### config.mk
export PLATFORM = sky130hd
export DESIGN_NAME = pfdr_front
export DESIGN_NICKNAME = d
export VERILOG_FILES = /design/src/rtl/core/pixel_framebuffer_dirty_refresh_assert.svh /design/src/rtl/core/pfdr_pkg.sv /design/src/rtl/core/pfdr_front.sv
export SDC_FILE = /design/constraint.sdc
export NUM_CORES = 1
export LEC_CHECK = 0
export BUFFER_PORTS_ARGS = -buffer_cell sky130_fd_sc_hd__buf_4
export CAP_MARGIN = 25
export CELL_PAD_IN_SITES_DETAIL_PLACEMENT = 1
export CELL_PAD_IN_SITES_GLOBAL_PLACEMENT = 1
export CORE_AREA = 2 2 46 48
export DETAILED_ROUTE_END_ITERATION = 10
export DIE_AREA = 0 0 48 50
export PLACE_DENSITY = 0.86
export RECOVER_POWER = 25
export SLEW_MARGIN = 20
export SYNTH_ARGS = -nofsm -noshare
export SYNTH_HDL_FRONTEND = slang
export SYNTH_SLANG_ARGS = --single-unit
### constraint.sdc
create_clock -name vclk -period 0.95
set_clock_uncertainty 0.2 [all_clocks]
set_input_delay 0.1425 -clock vclk [all_inputs]
set_output_delay 0.1425 -clock vclk [all_outputs]
set_load 0.005 [all_outputs]
### src/rtl/core/pixel_framebuffer_dirty_refresh_assert.svh
// -----------------------------------------------------------------------------
// Assertion macros for the pixel frame buffer
// Concurrent assertion wrappers; define ASSERT_OFF to compile them out.
// -----------------------------------------------------------------------------
`ifndef PIXEL_FRAMEBUFFER_DIRTY_REFRESH_ASSERT_SVH
`define PIXEL_FRAMEBUFFER_DIRTY_REFRESH_ASSERT_SVH

`ifndef ASSERT_OFF
// Same-cycle implication, disabled while reset is low.
`define PFDR_ASSERT_IMP(lbl, clk, rst_n, ante, cons, msg) \
  lbl: assert property (@(posedge clk) disable iff (!rst_n) (ante) |-> (cons)) \
    else $error(msg);
// Next-cycle implication, disabled while reset is low.
`define PFDR_ASSERT_NXT(lbl, clk, rst_n, ante, cons, msg) \
  lbl: assert property (@(posedge clk) disable iff (!rst_n) (ante) |=> (cons)) \
    else $error(msg);
`else
`define PFDR_ASSERT_IMP(lbl, clk, rst_n, ante, cons, msg)
`define PFDR_ASSERT_NXT(lbl, clk, rst_n, ante, cons, msg)
`endif

`endif

### src/rtl/core/pfdr_pkg.sv
// -----------------------------------------------------------------------------
// Pixel frame buffer package
// Geometry, field codes, display command bytes and the command record.
// -----------------------------------------------------------------------------
`default_nettype none

package pfdr_pkg;

  localparam int unsigned COLUMNS    = 128;
  localparam int unsigned PAGES      = 8;
  localparam int unsigned DEPTH      = PAGES * COLUMNS;
  localparam int unsigned COL_W      = $clog2(COLUMNS);
  localparam int unsigned PAGE_W     = (PAGES > 1) ? $clog2(PAGES) : 1;
  localparam int unsigned SCAN_W     = $clog2(PAGES + 1);
  localparam int unsigned ADDR_W     = $clog2(DEPTH);
  localparam int unsigned CMDQ_DEPTH = 4;
  localparam int unsigned CMDQ_PTR_W = $clog2(CMDQ_DEPTH);

  // Request function codes.
  localparam logic [1:0] FUNC_DRAW    = 2'd0;
  localparam logic [1:0] FUNC_CLEAR   = 2'd1;
  localparam logic [1:0] FUNC_REFRESH = 2'd2;

  // Display command bytes.
  localparam logic [7:0] CMD_PAGE_BASE = 8'hB0;
  localparam logic [7:0] COL_LO_MASK   = 8'h0F;
  localparam logic [7:0] CMD_COL_HI    = 8'h10;
  localparam logic [7:0] WIN_EMPTY     = 8'hFF;

  typedef enum logic [1:0] {
    OP_DRAW,
    OP_CLEAR,
    OP_REFRESH
  } op_e;

  typedef struct packed {
    op_e               op;
    logic [PAGE_W-1:0] page;
    logic [COL_W-1:0]  col;
    logic [7:0]        mask;
    logic              on;
  } cmd_t;

  function automatic logic [ADDR_W-1:0] frame_addr(input logic [PAGE_W-1:0] page,
                                                   input logic [COL_W-1:0]  col);
    return ADDR_W'(page) * ADDR_W'(COLUMNS) + ADDR_W'(col);
  endfunction

endpackage

`default_nettype wire

### src/rtl/core/pfdr_front.sv
// -----------------------------------------------------------------------------
// Pixel frame buffer front end
// Accepts requests, drops ignored ones and maps draw coordinates to page,
// column and bit mask.
// -----------------------------------------------------------------------------
`default_nettype none

module pfdr_front (
  input  wire logic              push,
  output logic                   full,
  input  wire logic [1:0]        func_i,
  input  wire logic [7:0]        pixel_x_i,
  input  wire logic [7:0]        pixel_y_i,
  input  wire logic              pixel_on_i,
  input  wire logic              cmdq_full_i,
  input  wire logic              init_busy_i,
  output logic                   cmd_push_o,
  output pfdr_pkg::cmd_t         cmd_o
);

  logic       accept;
  logic       in_range;
  logic [7:0] page_full;

  assign full   = cmdq_full_i | init_busy_i;
  assign accept = push & ~full;

  assign in_range = (pixel_x_i <= 8'(pfdr_pkg::COLUMNS - 1)) &&
                    (pixel_y_i <= 8'(pfdr_pkg::PAGES * 8 - 1));

  // Rows are stored bottom page first and with the bit order flipped.
  assign page_full = 8'(pfdr_pkg::PAGES - 1) - (pixel_y_i >> 3);

  always_comb begin
    cmd_o.op   = pfdr_pkg::OP_DRAW;
    cmd_o.page = page_full[pfdr_pkg::PAGE_W-1:0];
    cmd_o.col  = pixel_x_i[pfdr_pkg::COL_W-1:0];
    cmd_o.mask = 8'h80 >> pixel_y_i[2:0];
    cmd_o.on   = pixel_on_i;
    cmd_push_o = 1'b0;
    unique case (func_i)
      pfdr_pkg::FUNC_DRAW: begin
        cmd_push_o = accept & in_range;
      end
      pfdr_pkg::FUNC_CLEAR: begin
        cmd_o.op   = pfdr_pkg::OP_CLEAR;
        cmd_push_o = accept;
      end
      pfdr_pkg::FUNC_REFRESH: begin
        cmd_o.op   = pfdr_pkg::OP_REFRESH;
        cmd_push_o = accept;
      end
      default: begin
        cmd_push_o = 1'b0;
      end
    endcase
  end

endmodule

`default_nettype wire

==> impl_metrics.yaml <==
worst_hold_path:
  min-delay-start: "pixel_x_i[2]"
  whs_endpoint: "cmd_o[11]"
  hold_depth: 0
  hp-class: "input pin to primary output"
synthesis:
  synth_top_family_by_area: "simple AND/OR/NAND/NOR gates"
  synthesis.area_sq_um: 231.5
  synthXorXnorAreaFrac: 0
  syn-num-nets: 56
  synthAdderAreaFrac: 0.2162
  synth_seq_area_share: 0
  yosysMostFrequentCell: "buf_4"
  syn-instance-count: 30
  synth-compound-area-share: 0.03243
  synth_mux_area_frac: 0
  synth_area_per_cell_sq_um: 7.716
  synth_area_leaders: "buf_4 26%, ha_1 22%, nor4b_2 13%"
  yosysTopAreaCell: "buf_4"
  synth-simple-area-share: 0.4108
  synth_common_cells: "8 x buf_4, 5 x inv_1, 4 x ha_1"
  synth_warnings: 0
  yosys.area.top_type_share: 0.2595
  yosys.cell_types.count: 12
sta:
  rsz0062_at_grt: "true"
  timing.final.max_slew_violations: 0
  fin_tns_setup_ns: -0.4283
  worstMarginPinSlew_ns: 0.1841
  fin_crit_sh: 1.300
  final-hold-violation-count: 0
  setup-violations-final: 3
  final.setup.worst_slack_ns: -0.2849
  period_needed_ns: 1.235
  fmax_ghz: 0.8098
  relSlewSlack: 0.8767
route:
  ant_nets: 0
  viasPerCell: 3.415
  drt_iter0_markers: 2
  routed_wl_um: 862
  drc: 0
  num_vias: 280
  firstDrtPassIters: 3
  drt-wirelength-per-cell_um: 10.51
global_route:
  grt_use_total: 0.07222
  grt_pass1_vias: 296
  grt_overflow_total: 0
  grt_max_degree: 9
  grt_pass1_wl_um: 1331
  antenna_found_initial: 0
layout:
  instances_no_fill: 82
  nNetsFinal: 83
  drive_above_1_share: 0.8364
  design_area_sq_um: 566.8
  seqCellArea_sq_um: 0
  layout-area-overhead-vs-synth_pct: 144.9
  clockBufferCount: 0
  design.seq.count: 0
  num_antenna_cells: 0
critical_path:
  crit_path_end_kind: "primary output"
  slowest_stage: "nor4b_4"
  cp_cell_sequence: "buf_8 -> ha_4 -> nor4b_4 -> o21a_1 -> buf_4"
  crit_buf_inv: 2
  start_kind: "input pin"
  cp_slowest_stage_delay_ns: 0.24
  crit_arrival_ns: 0.89
  crit_type: "input pin to primary output"
  path_max_fanout: 3
  path_delay_family: "simple AND/OR/NAND/NOR gates"
  worstPathRequired_ns: 0.61
job:
  maxCapViolations: 0
floorplan:
  rows: 16
  die_w_um: 48
  die_y_um: 50
  core-area_sq_um: 1902
  ios: 45
  die_area_sq_um: 2400
  start_util: 0.1217
clock_tree:
  post_cts_buffers: 0
  hold_buffers: 0
pwr:
  peakVddDrop_mv: 0.08565
  p_leak_uw: 0.0002857
  powerDensity_nw_per_um2: 344.7
placement:
  port_buffers: 29
  placed_cell_area_sq_um: 452.9
  dpl.cell_count: 82
  place_hpwl_um: 686.4
  gp_congestion: 0.5871
run_status:
  violations: "setup timing"
  outcome: "complete, but fails checks"
-- worst max path at each step --
stage | startpoint | end | cells past startpoint
finish | func_i[0] | cmd_push_o | 5
global route | func_i[0] | cmd_push_o | 5
CTS | func_i[1] | cmd_push_o | 5
detailed placement | func_i[0] | cmd_push_o | 5
global placement | func_i[0] | cmd_push_o | 6
floorplan | func_i[0] | cmd_push_o | 3
-- area by class of cell --
| type | count | area (sq um) |
|---|---|---|
| Fill cell | 228 | 1335 |
| Inverter | 5 | 18.77 |
| Multi-Input combinational cell | 17 | 229.0 |
| Tap cell | 27 | 33.78 |
| Timing Repair Buffer | 33 | 285.3 |
-- power breakdown --
group / switching [uW] / internal (uW) / leakage, uW
combinational: 69.4 / 126 / 0.000286
sequential: 0 / 0 / 0
clock: 0 / 0 / 0
total: 69.4 / 126 / 0.000286
-- layer usage --
layer	GRT usage	up-vias	part of all wire
li1	-	140	-
met1	0.08261	130	0.28
met2	0.1356	4	0.66
met3	0	6	0.046
met4	0.02252	0	0.014
met5	0	-	0
-- layout by cell type, fill, tap and decap left out, drive strengths merged --
master	n
buf	33
inv	5
ha	4
nor3b	3
and3b	2
nor4b	2
and3	1
nor3	1
or2	1
nand2	1
nor2	1
o21a	1
-- through the flow --
step / total power [uW] / setup slack (ns) / hold slack, ns / utilization
finish: 195.4 / -0.2849 / 0.08500 / 0.2980
global route: 211.2 / -0.3150 / 0.08502 / 0.2980
CTS: 170.0 / -0.3066 / 0.08503 / 0.2664
detailed placement: 152.4 / -0.3285 / 0.08503 / 0.2382
global placement: 146.5 / -0.2949 / 0.08503 / 0.2382
floorplan: 62.10 / -0.06566 / 0.1115 / -
-- kinds of logic after synthesis --
kind of cell             count (synthesis)
AO/OA/AOI/OAI                            1
adder cells (fa/ha/maj)                  4
buffers and inverters                   13
AND/OR/NAND/NOR                         12
-- what timing repair did --
item                       4_1_cts  5_1_grt
resized for setup               12       14
setup endpoints to repair        8       11
pin swaps                        3        6
No activity file was read; power rests on OpenSTA's default activity.
