--- src/rtl/core/pixel_framebuffer_dirty_refresh_assert.svh ---
// -----------------------------------------------------------------------------
// Assertion macros for the pixel frame buffer
// Concurrent assertion wrappers; define ASSERT_OFF to compile them out.
// -----------------------------------------------------------------------------
`ifndef PIXEL_FRAMEBUFFER_DIRTY_REFRESH_ASSERT_SVH
`define PIXEL_FRAMEBUFFER_DIRTY_REFRESH_ASSERT_SVH

`ifndef ASSERT_OFF
// Same-cycle implication, disabled while reset is low.
`define PFDR_ASSERT_IMP(lbl, clk, rst_n, ante, cons, msg) \
  lbl: assert property (@(posedge clk) disable iff (!rst_n) (ante) |-> (cons)) \
    else $error(msg);
// Next-cycle implication, disabled while reset is low.
`define PFDR_ASSERT_NXT(lbl, clk, rst_n, ante, cons, msg) \
  lbl: assert property (@(posedge clk) disable iff (!rst_n) (ante) |=> (cons)) \
    else $error(msg);
`else
`define PFDR_ASSERT_IMP(lbl, clk, rst_n, ante, cons, msg)
`define PFDR_ASSERT_NXT(lbl, clk, rst_n, ante, cons, msg)
`endif

`endif

--- src/rtl/core/pfdr_pkg.sv ---
// -----------------------------------------------------------------------------
// Pixel frame buffer package
// Geometry, field codes, display command bytes and the command record.
// -----------------------------------------------------------------------------
`default_nettype none

package pfdr_pkg;

  localparam int unsigned COLUMNS    = 128;
  localparam int unsigned PAGES      = 8;
  localparam int unsigned DEPTH      = PAGES * COLUMNS;
  localparam int unsigned COL_W      = $clog2(COLUMNS);
  localparam int unsigned PAGE_W     = (PAGES > 1) ? $clog2(PAGES) : 1;
  localparam int unsigned SCAN_W     = $clog2(PAGES + 1);
  localparam int unsigned ADDR_W     = $clog2(DEPTH);
  localparam int unsigned CMDQ_DEPTH = 4;
  localparam int unsigned CMDQ_PTR_W = $clog2(CMDQ_DEPTH);

  // Request function codes.
  localparam logic [1:0] FUNC_DRAW    = 2'd0;
  localparam logic [1:0] FUNC_CLEAR   = 2'd1;
  localparam logic [1:0] FUNC_REFRESH = 2'd2;

  // Display command bytes.
  localparam logic [7:0] CMD_PAGE_BASE = 8'hB0;
  localparam logic [7:0] COL_LO_MASK   = 8'h0F;
  localparam logic [7:0] CMD_COL_HI    = 8'h10;
  localparam logic [7:0] WIN_EMPTY     = 8'hFF;

  typedef enum logic [1:0] {
    OP_DRAW,
    OP_CLEAR,
    OP_REFRESH
  } op_e;

  typedef struct packed {
    op_e               op;
    logic [PAGE_W-1:0] page;
    logic [COL_W-1:0]  col;
    logic [7:0]        mask;
    logic              on;
  } cmd_t;

  function automatic logic [ADDR_W-1:0] frame_addr(input logic [PAGE_W-1:0] page,
                                                   input logic [COL_W-1:0]  col);
    return ADDR_W'(page) * ADDR_W'(COLUMNS) + ADDR_W'(col);
  endfunction

endpackage

`default_nettype wire

--- src/rtl/core/pfdr_cmdq.sv ---
// -----------------------------------------------------------------------------
// Pixel frame buffer command queue
// Small queue of decoded requests between the front end and the engine.
// -----------------------------------------------------------------------------
`default_nettype none

module pfdr_cmdq (
  input  wire logic           clk_i,
  input  wire logic           rst_ni,
  input  wire logic           push_i,
  input  wire pfdr_pkg::cmd_t cmd_i,
  output logic                full_o,
  input  wire logic           pop_i,
  output logic                valid_o,
  output pfdr_pkg::cmd_t      cmd_o
);

  pfdr_pkg::cmd_t                  entry_q [pfdr_pkg::CMDQ_DEPTH];
  logic [pfdr_pkg::CMDQ_PTR_W-1:0] wr_ptr_q, wr_ptr_d;
  logic [pfdr_pkg::CMDQ_PTR_W-1:0] rd_ptr_q, rd_ptr_d;
  logic [pfdr_pkg::CMDQ_PTR_W:0]   count_q, count_d;
  logic                            do_push, do_pop;

  assign full_o  = (count_q == (pfdr_pkg::CMDQ_PTR_W+1)'(pfdr_pkg::CMDQ_DEPTH));
  assign valid_o = (count_q != '0);
  assign cmd_o   = entry_q[rd_ptr_q];
  assign do_push = push_i & ~full_o;
  assign do_pop  = pop_i & valid_o;

  always_comb begin
    wr_ptr_d = do_push ? wr_ptr_q + 1'b1 : wr_ptr_q;
    rd_ptr_d = do_pop ? rd_ptr_q + 1'b1 : rd_ptr_q;
    count_d  = count_q;
    if (do_push && !do_pop) begin
      count_d = count_q + 1'b1;
    end else if (do_pop && !do_push) begin
      count_d = count_q - 1'b1;
    end
  end

  always_ff @(posedge clk_i or negedge rst_ni) begin
    if (!rst_ni) begin
      wr_ptr_q <= '0;
      rd_ptr_q <= '0;
      count_q  <= '0;
    end else begin
      wr_ptr_q <= wr_ptr_d;
      rd_ptr_q <= rd_ptr_d;
      count_q  <= count_d;
    end
  end

  always_ff @(posedge clk_i) begin
    if (do_push) begin
      entry_q[wr_ptr_q] <= cmd_i;
    end
  end

endmodule

`default_nettype wire

--- config.mk ---
export PLATFORM = sky130hd
export DESIGN_NAME = pfdr_cmdq
export DESIGN_NICKNAME = d
export VERILOG_FILES = /design/src/rtl/core/pixel_framebuffer_dirty_refresh_assert.svh /design/src/rtl/core/pfdr_pkg.sv /design/src/rtl/core/pfdr_cmdq.sv
export SDC_FILE = /design/constraint.sdc
export NUM_CORES = 1
export LEC_CHECK = 0
export BUFFER_PORTS_ARGS = -buffer_cell sky130_fd_sc_hd__buf_4
export CAP_MARGIN = 5
export CORE_MARGIN = 2
export CORE_UTILIZATION = 50
export DETAILED_ROUTE_END_ITERATION = 12
export HOLD_SLACK_MARGIN = 0.06
export PLACE_DENSITY = 0.71
export SYNTH_ARGS = -nofsm -noshare
export SYNTH_HDL_FRONTEND = slang
export SYNTH_SLANG_ARGS = --single-unit
--- constraint.sdc ---
create_clock -name clk_i -period 2.4 [get_ports clk_i]
set_input_delay 0.12 -clock clk_i [delete_from_list [all_inputs] [get_ports clk_i]]
set_output_delay 0.12 -clock clk_i [all_outputs]
set_load 0.01 [all_outputs]
==> results of run 1 <==
[cell usage after synthesis (2+ instances only)]
| cell type | number |
|---|---|
| and2_2 | 4 |
| buf_2 | 2 |
| buf_6 | 4 |
| dfrtp_1 | 7 |
| edfxtp_1 | 84 |
| ha_1 | 5 |
| inv_1 | 3 |
| mux4_2 | 21 |
| xnor2_1 | 4 |
| xor2_1 | 2 |
[per-layer routing]
metal  up-vias  part of all wire, %  GRT usage (%)  wire length [um]
met4         0                 0.62           6.29                36
li1        743                    -              -                 -
met3         6                  5.5           5.78               321
met5         -                    0              0                 0
met2        60                   53           27.5              3090
met1       847                   41           19.3              2380
[registers in the layout (all words and copies together) (netlist names)]
| register | cells |
|---|---|
| entry_q | 84 |
| count_q | 3 |
| rd_ptr_q | 2 |
| wr_ptr_q | 2 |
[cell type report]
class | instances | share of cell area, %
Sequential cell | 91 | 62.3
Multi-Input combinational cell | 45 | 16.5
Timing Repair Buffer | 72 | 14.1
Clock buffer | 10 | 2.95
Tap cell | 80 | 2.31
Clock inverter | 6 | 1.50
Inverter | 3 | 0.260
[power groups by stage]
stage | Sequential (mW) | Combinational, mW | Clock [mW]
3_5_place_dp | 2.32 | 1.69 | 0
3_3_place_gp | 2.28 | 1.63 | 0
6_report | 2.28 | 1.69 | 0.993
4_1_cts | 2.29 | 1.72 | 1.02
2_1_floorplan | 2.24 | 1.11 | 0
5_1_grt | 2.31 | 1.82 | 1.08
[what timing repair did]
item / CTS / global route
endpoints found under the hold margin: 92 / 0
setup endpoints to repair: 0 / 0
hold buffers: 23 / 0
resized for setup: 0 / 0
buffers inserted: 0 / 0
[per-stage QoR]
stage | hold WS (ns) | util (%) | worst slack, ns
floorplan | -0.176 | - | 0.360
global placement | -0.0681 | 57.8 | 0.342
global route | 0.0945 | 64.1 | 0.130
CTS | 0.0973 | 64.1 | 0.206
detailed placement | -0.0640 | 57.8 | 0.207
finish | 0.116 | 64.1 | 0.220
[path summary, 6_finish.rpt]
kind,end,depth (start not counted)
worst max-delay path,count_q[2]$_DFFE_PN0P_,8
worst min-delay path,count_q[1]$_DFFE_PN0P_,2
worst max register to register,count_q[2]$_DFFE_PN0P_,8
worst min register to register,count_q[2]$_DFFE_PN0P_,1
max in group asynchronous,rd_ptr_q[1]$_DFFE_PN0P_,2
min in group clk_i,wr_ptr_q[0]$_DFFE_PN0P_,3
[logic make-up (layout without fill, tap and decap cells)]
group	Yosys count	after routing	synth area share, %
xor gates and xnor gates	6	6	1.51
adders and majority gates	6	6	2.37
buffers and inverters	9	91	1.91
DFF	91	91	77.5
muxes	23	23	14.3
and+or+nand+nor	10	10	2.34
[worst max-delay path: cells and delay by family, from the launching register on]
| family | cells | cell delay [ns] |
|---|---|---|
| adder cells (fa/ha/maj) | 2 | 0.55 |
| buffers and inverters | 1 | 0.06 |
| XOR/XNOR | 2 | 0.33 |
| flip-flops | 1 | 0.47 |
| AND/OR/NAND/NOR | 3 | 0.69 |
==> results.md, run 1 <==
- Reg2reg setup slack: 0.22 ns
- Vias in the first global route: 1,746
- Sw Pwr: 1.45 mW
- Largest net degree at the start of global routing: 22
- Root Buffer: clkbuf_8
- Syn nets: 176
- Peak Freq: 459 MHz
- Tmin final: 2.18 ns
- Die area: 7640 um2
- Final-report setup violation count: 0
- Combinational power share: 34.0%
- Yosys Warn Count: 0
- Syn-to-layout area delta: 24.4%
- Inserted Diodes: 0
- Final Hold Viols: 0
- Post-Layout Cell Count: 307
- Die width: 87.4 um
- Switch share: 29.3%
- Drt drc: 0
- Seq pwr share: 46.0%
- Rows: 30
- Antenna violations before repair: 0
- H-tree Lvls: 3
- Die Ht: 87.4 um
- Wire per inst: 19.0 um
- Num CTS Buffers: 9
- Pint: 3.51 mW
- Post-synthesis cell area: 3480 um2
- Period Utilization, post-route: 90.8%
- Skew-Pair Late Insertion Delay: 0.35 ns
- Core area: 6760 um2
- Clk slew on worst S/H paths: 0.08 ns
- First-pass GRT wire length: 8710 um
- Fin Setup TNS: 0 ns
- Via count: 1,656
- Input/output buffers: 47
- Status: finished clean
- Leak Pwr: 1.54 nW
- Worst path arrival time: 2.45 ns
- Design area: 4330 um2
- Synth cell types: 19
- Most common cell after layout, fill and taps aside: edfxtp_1
- Power Density: 1150 nW/um2
- Dpl cells: 268
- Crit-path cells: or3_4, nand2_1, ha_1, inv_1, fa_1, xor2_1, nor2_1, xor2_1
- Asr flop ratio synth: 7.69%
- Most frequent cells in the layout: edfxtp_1, buf_4, dlygate4sd3_1, mux4_2, clkbuf_8
- CTS tree: done
- Worst Setup SP: count_q[0]$_DFFE_PN0P_
- Slew Limit Fails: 0
- Sequential Area: 2700 um2
- Remaining antenna violation count: 0
- Synth Flop Type: edfxtp_1
- Cells after Synth: 145
- Filler cell count: 456
- Remaining global-route overflow: 0
- DRT Wirelength: 5830 um
- Multi-input logic area: 716 um2
- Buffer levels on the longest clock path: 2
- Synth area leaders: edfxtp_1, mux4_2, dfrtp_1
- Clock sinks: 91
- Dpl hpwl: 3680 um
- R2R Path Start: count_q[0]$_DFFE_PN0P_
- Worst-Margin Slew: 0.575 ns
- Overall power: 4.96 mW
- Initial Util: 51.5%
- DR vias/cell: 5.39
- Nature of the critical path endpoint: flop
- Synth Area per Inst: 24.0 um2
- Area share of the largest cell type after synthesis: 72.5%
- Worst min-delay path class: input pin to asynchronous set/reset pin
- Nets: 253
- Crit-path slowest cell: dfrtp_1
- IO Count: 48
- Most used cell, CP: xor2_1
- Drt pass-1 iters: 4
- Worst Setup Start Kind: flop
- Number of flops mapped to enable cells by yosys: 84
- CP max stage delay: 0.47 ns
- Relative slew slack: 61.7%
- Worst EP required: 2.67 ns
- Sequential-to-total area share from yosys stat: 77.5%
- Number of synthesized register bits: 91
- MaxCap Viol Count: 0
- Clock Skew: 0.00723 ns
- Setup CP Type: flop to flop
- Unrepaired setup endpoints after global routing: false
- DR iter-0 viols: 43
- Worst VDD drop: 0.617 mV
- Clock Power Share: 20.0%
- Critical path fanouts, max: 4
- Layout cell share with drive strength beyond 1: 41.4%
- Placed Area: 3910 um2
- GRT Overall Usage: 16.3%
- Post-synth top area cell: edfxtp_1
- Gpl congestion: 0.713
Power figures use the tool's default switching activity.
==> inputs of run 2 (changes only) <==
Settings changed: ABC_AREA from default to 1, CORE_MARGIN 2 to default, PLACE_DENSITY 0.71 to 0.7.
==> results.md, run 2 <==
- Final-report setup violation count: 0 (unchanged)
- Antenna violations before repair: 0 (unchanged)
- Synth cell types: 16 (-3)
- Worst path arrival time: 2.20 ns (-0.25 ns)
- Worst EP required: 2.62 ns (-0.05 ns)
- Period Utilization, post-route: 82.7% (-8.1 points)
- Relative slew slack: 60.9% (-0.80 points)
- Clock Skew: 0.00473 ns (-0.00250 ns)
- Overall power: 5.41 mW (+9.1%)
- Gpl congestion: 0.776 (+8.7%)
- Core area: 7410 um2 (+9.6%)
- Post-synthesis adder-cell area fraction: 2.11% (-0.27 points)
- Leak Pwr: 2.04 nW (+33%)
- Vias in the first global route: 2,416 (+38%)
- CP Buf/Inv Count: 3 (+2)
- DR vias/cell: 4.92 (-8.9%)
- WHS: 0.127 ns (+0.0106 ns)
- Setup CP Type: flop to flop
- Slew Limit Fails: 0 (unchanged)
- CP max stage delay: 0.42 ns (-0.05 ns)
- CTS tree: done
- Synth Area per Inst: 12.8 um2 (-46%)
- Number of synthesized register bits: 91 (unchanged)
- Crit-path cells: inv_1, nand3_1, nand2_1, inv_1, ha_1, inv_1, fa_1, nand2_1, o21ai_0
- Crit-path slowest cell: fa_1
- Critical path fanouts, max: 7 (+3)
- Post-synthesis xor/xnor area fraction: 0.223% (-1.3 points)
- Buffer levels on the longest clock path: 2 (unchanged)
- Power Density: 1120 nW/um2 (-2.1%)
- Most frequent cells in the layout: edfxtp_1, nand2_1, inv_1, buf_4, o211ai_2
- Worst-Margin Slew: 0.586 ns (+0.0111 ns)
- Final WS setup: 0.415 ns (+0.195 ns)
- Initial Util: 52.9% (+1.4 points)
- Num CTS Buffers: 9 (unchanged)
- Most common cell after layout, fill and taps aside: edfxtp_1
- Nature of the critical path endpoint: flop
- Post-synthesis cell area: 3920 um2 (+13%)
- Mux cell area share after synthesis: 0% (-14 points)
- Worst min-delay path class: input pin to asynchronous set/reset pin
- Remaining antenna violation count: 0 (unchanged)
- Synth Flop Type: edfxtp_1
- Top Registers: entry_q (84), count_q (3)
- Wire per inst: 13.7 um (-28%)
- Drt drc: 0 (unchanged)
- Clock sinks: 91 (unchanged)
- Cell family with most CP delay: adder cells
- Input/output buffers: 47 (unchanged)
- Asr flop ratio synth: 7.69% (unchanged)
- Post-synthesis simple-gate area fraction: 9.20% (+6.9 points)
- Syn-to-layout area delta: 23.1%
- Clk slew on worst S/H paths: 0.08 ns (about the same)
- Post-synth top area cell: edfxtp_1
- Final Hold Viols: 0 (unchanged)
- Cells after Synth: 305 (+110%)
- Area share of the largest cell type after synthesis: 64.4% (-8.1 points)
- Fin Setup TNS: 0 ns (unchanged)
- Syn nets: 336 (+91%)
- Reg with most FFs: entry_q
- Sequential-to-total area share from yosys stat: 68.8% (-8.7 points)
- Final Core Density: 65.1% (+1.1 points)
- Met1 Resource Use GR: 20.8% (+1.5 points)
- IO Count: 48 (unchanged)
- Dpl hpwl: 3960 um (+7.7%)
- Tmin final: 1.98 ns (-0.195 ns)
- Largest net degree at the start of global routing: 28 (+27%)
- GR Util met3: 3.03% (-2.8 points)
- DR iter-0 viols: 164 (+280%)
- Peak Freq: 504 MHz (+9.8%)
- H-tree Lvls: 3 (unchanged)
- Rows: 31 (+3.3%)
- GRT Overall Usage: 17.9% (+1.5 points)
- Synth Area in Compound Gates: 11.6% (+12 points)
- Reg2reg setup slack: 0.42 ns (+0.20 ns)
- Nets: 413 (+63%)
- Met2 usage: 31.5% (+4.0 points)
- Via count: 2,389 (+44%)
- Drt pass-1 iters: 4 (unchanged)
- Synth area leaders: edfxtp_1, o211ai_2, nand2_1
- Synth top cells by count: edfxtp_1, nand2_1, inv_1
- Unrepaired setup endpoints after global routing: false
- Die Ht: 90.5 um (+3.6%)
- Remaining global-route overflow: 0 (unchanged)
- Yosys Warn Count: 0 (unchanged)
- Max reg flops: 84 (unchanged)
- Root Buffer: clkbuf_8
- Setup WS pre-CTS: 0.423 ns (+0.216 ns)
- Filler cell count: 553 (+21%)
- Layout cell share with drive strength beyond 1: 25.6% (-16 points)
- Skew-Pair Late Insertion Delay: 0.33 ns (-0.02 ns)
- Die width: 90.5 um (+3.6%)
- Inserted Diodes: 0 (unchanged)
- GR peak layer: met2
- Worst VDD drop: 0.713 mV (+16%)
- First-pass GRT wire length: 11,200 um (+28%)
- Largest family of logic cells by synthesized area: compound AO/OA/AOI/OAI gates
- Worst Setup Start Kind: flop
- MaxCap Viol Count: 0 (unchanged)
- Top-count cell post-synth: edfxtp_1
- Die area: 8200 um2 (+7.2%)
- DRT Wirelength: 6670 um (+15%)
- Most used cell, CP: inv_1
- Number of flops mapped to enable cells by yosys: 84 (unchanged)
- Status: finished clean
run 2: metrics by stage:
step | area (um2) | cells
2_1_floorplan | 3920 | 305
3_3_place_gp | 4410 | 446
3_5_place_dp | 4410 | 446
4_1_cts | 4820 | 486
5_1_grt | 4820 | 486
6_report | 4820 | 486
run 2: path summary, 6_finish.rpt:
kind / endpoint / start / cells past startpoint
max: count_q[1]$_DFFE_PN0P_ / count_q[1]$_DFFE_PN0P_ / 9
min: count_q[2]$_DFFE_PN0P_ / rst_ni / 2
max reg2reg: count_q[1]$_DFFE_PN0P_ / count_q[1]$_DFFE_PN0P_ / 9
min reg2reg: count_q[2]$_DFFE_PN0P_ / count_q[2]$_DFFE_PN0P_ / 2
max in group asynchronous: wr_ptr_q[0]$_DFFE_PN0P_ / rst_ni / 2
min in group clk_i: count_q[2]$_DFFE_PN0P_ / count_q[2]$_DFFE_PN0P_ / 2
run 2: what timing repair did:
action,CTS,global route
hold buffers,24,0
setup endpoints to repair,0,0
buffers inserted,0,0
endpoints found under the hold margin,95,0
gates resized for setup,0,0
run 2: report_power, final:
group          total [mW]  switching [mW]  internal [mW]
sequential           2.22           0.120           2.10
clock               0.948           0.474          0.473
combinational        2.24            1.31          0.931
total                5.41            1.91           3.50
run 2: cells by family (layout without fill, tap and decap cells):
| kind of cell | after synthesis | after routing |
|---|---|---|
| buf+inv | 71 | 153 |
| fa+ha+maj | 6 | 6 |
| simple gates | 93 | 93 |
| xor+xnor | 1 | 1 |
| flops | 91 | 91 |
| compound gates | 43 | 43 |
run 2: cell type report:
type                    count  area [um2]  share of cell area (%)
multi-input cells         143         917                    19.0
flip-flops and latches     91        2700                    55.9
clock buffers              12         135                    2.80
inverters                  58         218                    4.51
clock inverters             4        41.3                   0.856
repair buffers             79         691                    14.3
well taps                  99         124                    2.57
run 2: metal layers:
metal / vias up / wire [um]
met5: - / 0
met3: 14 / 244
met1: 1134 / 2860
met4: 0 / 149
met2: 53 / 3430
li1: 1188 / -
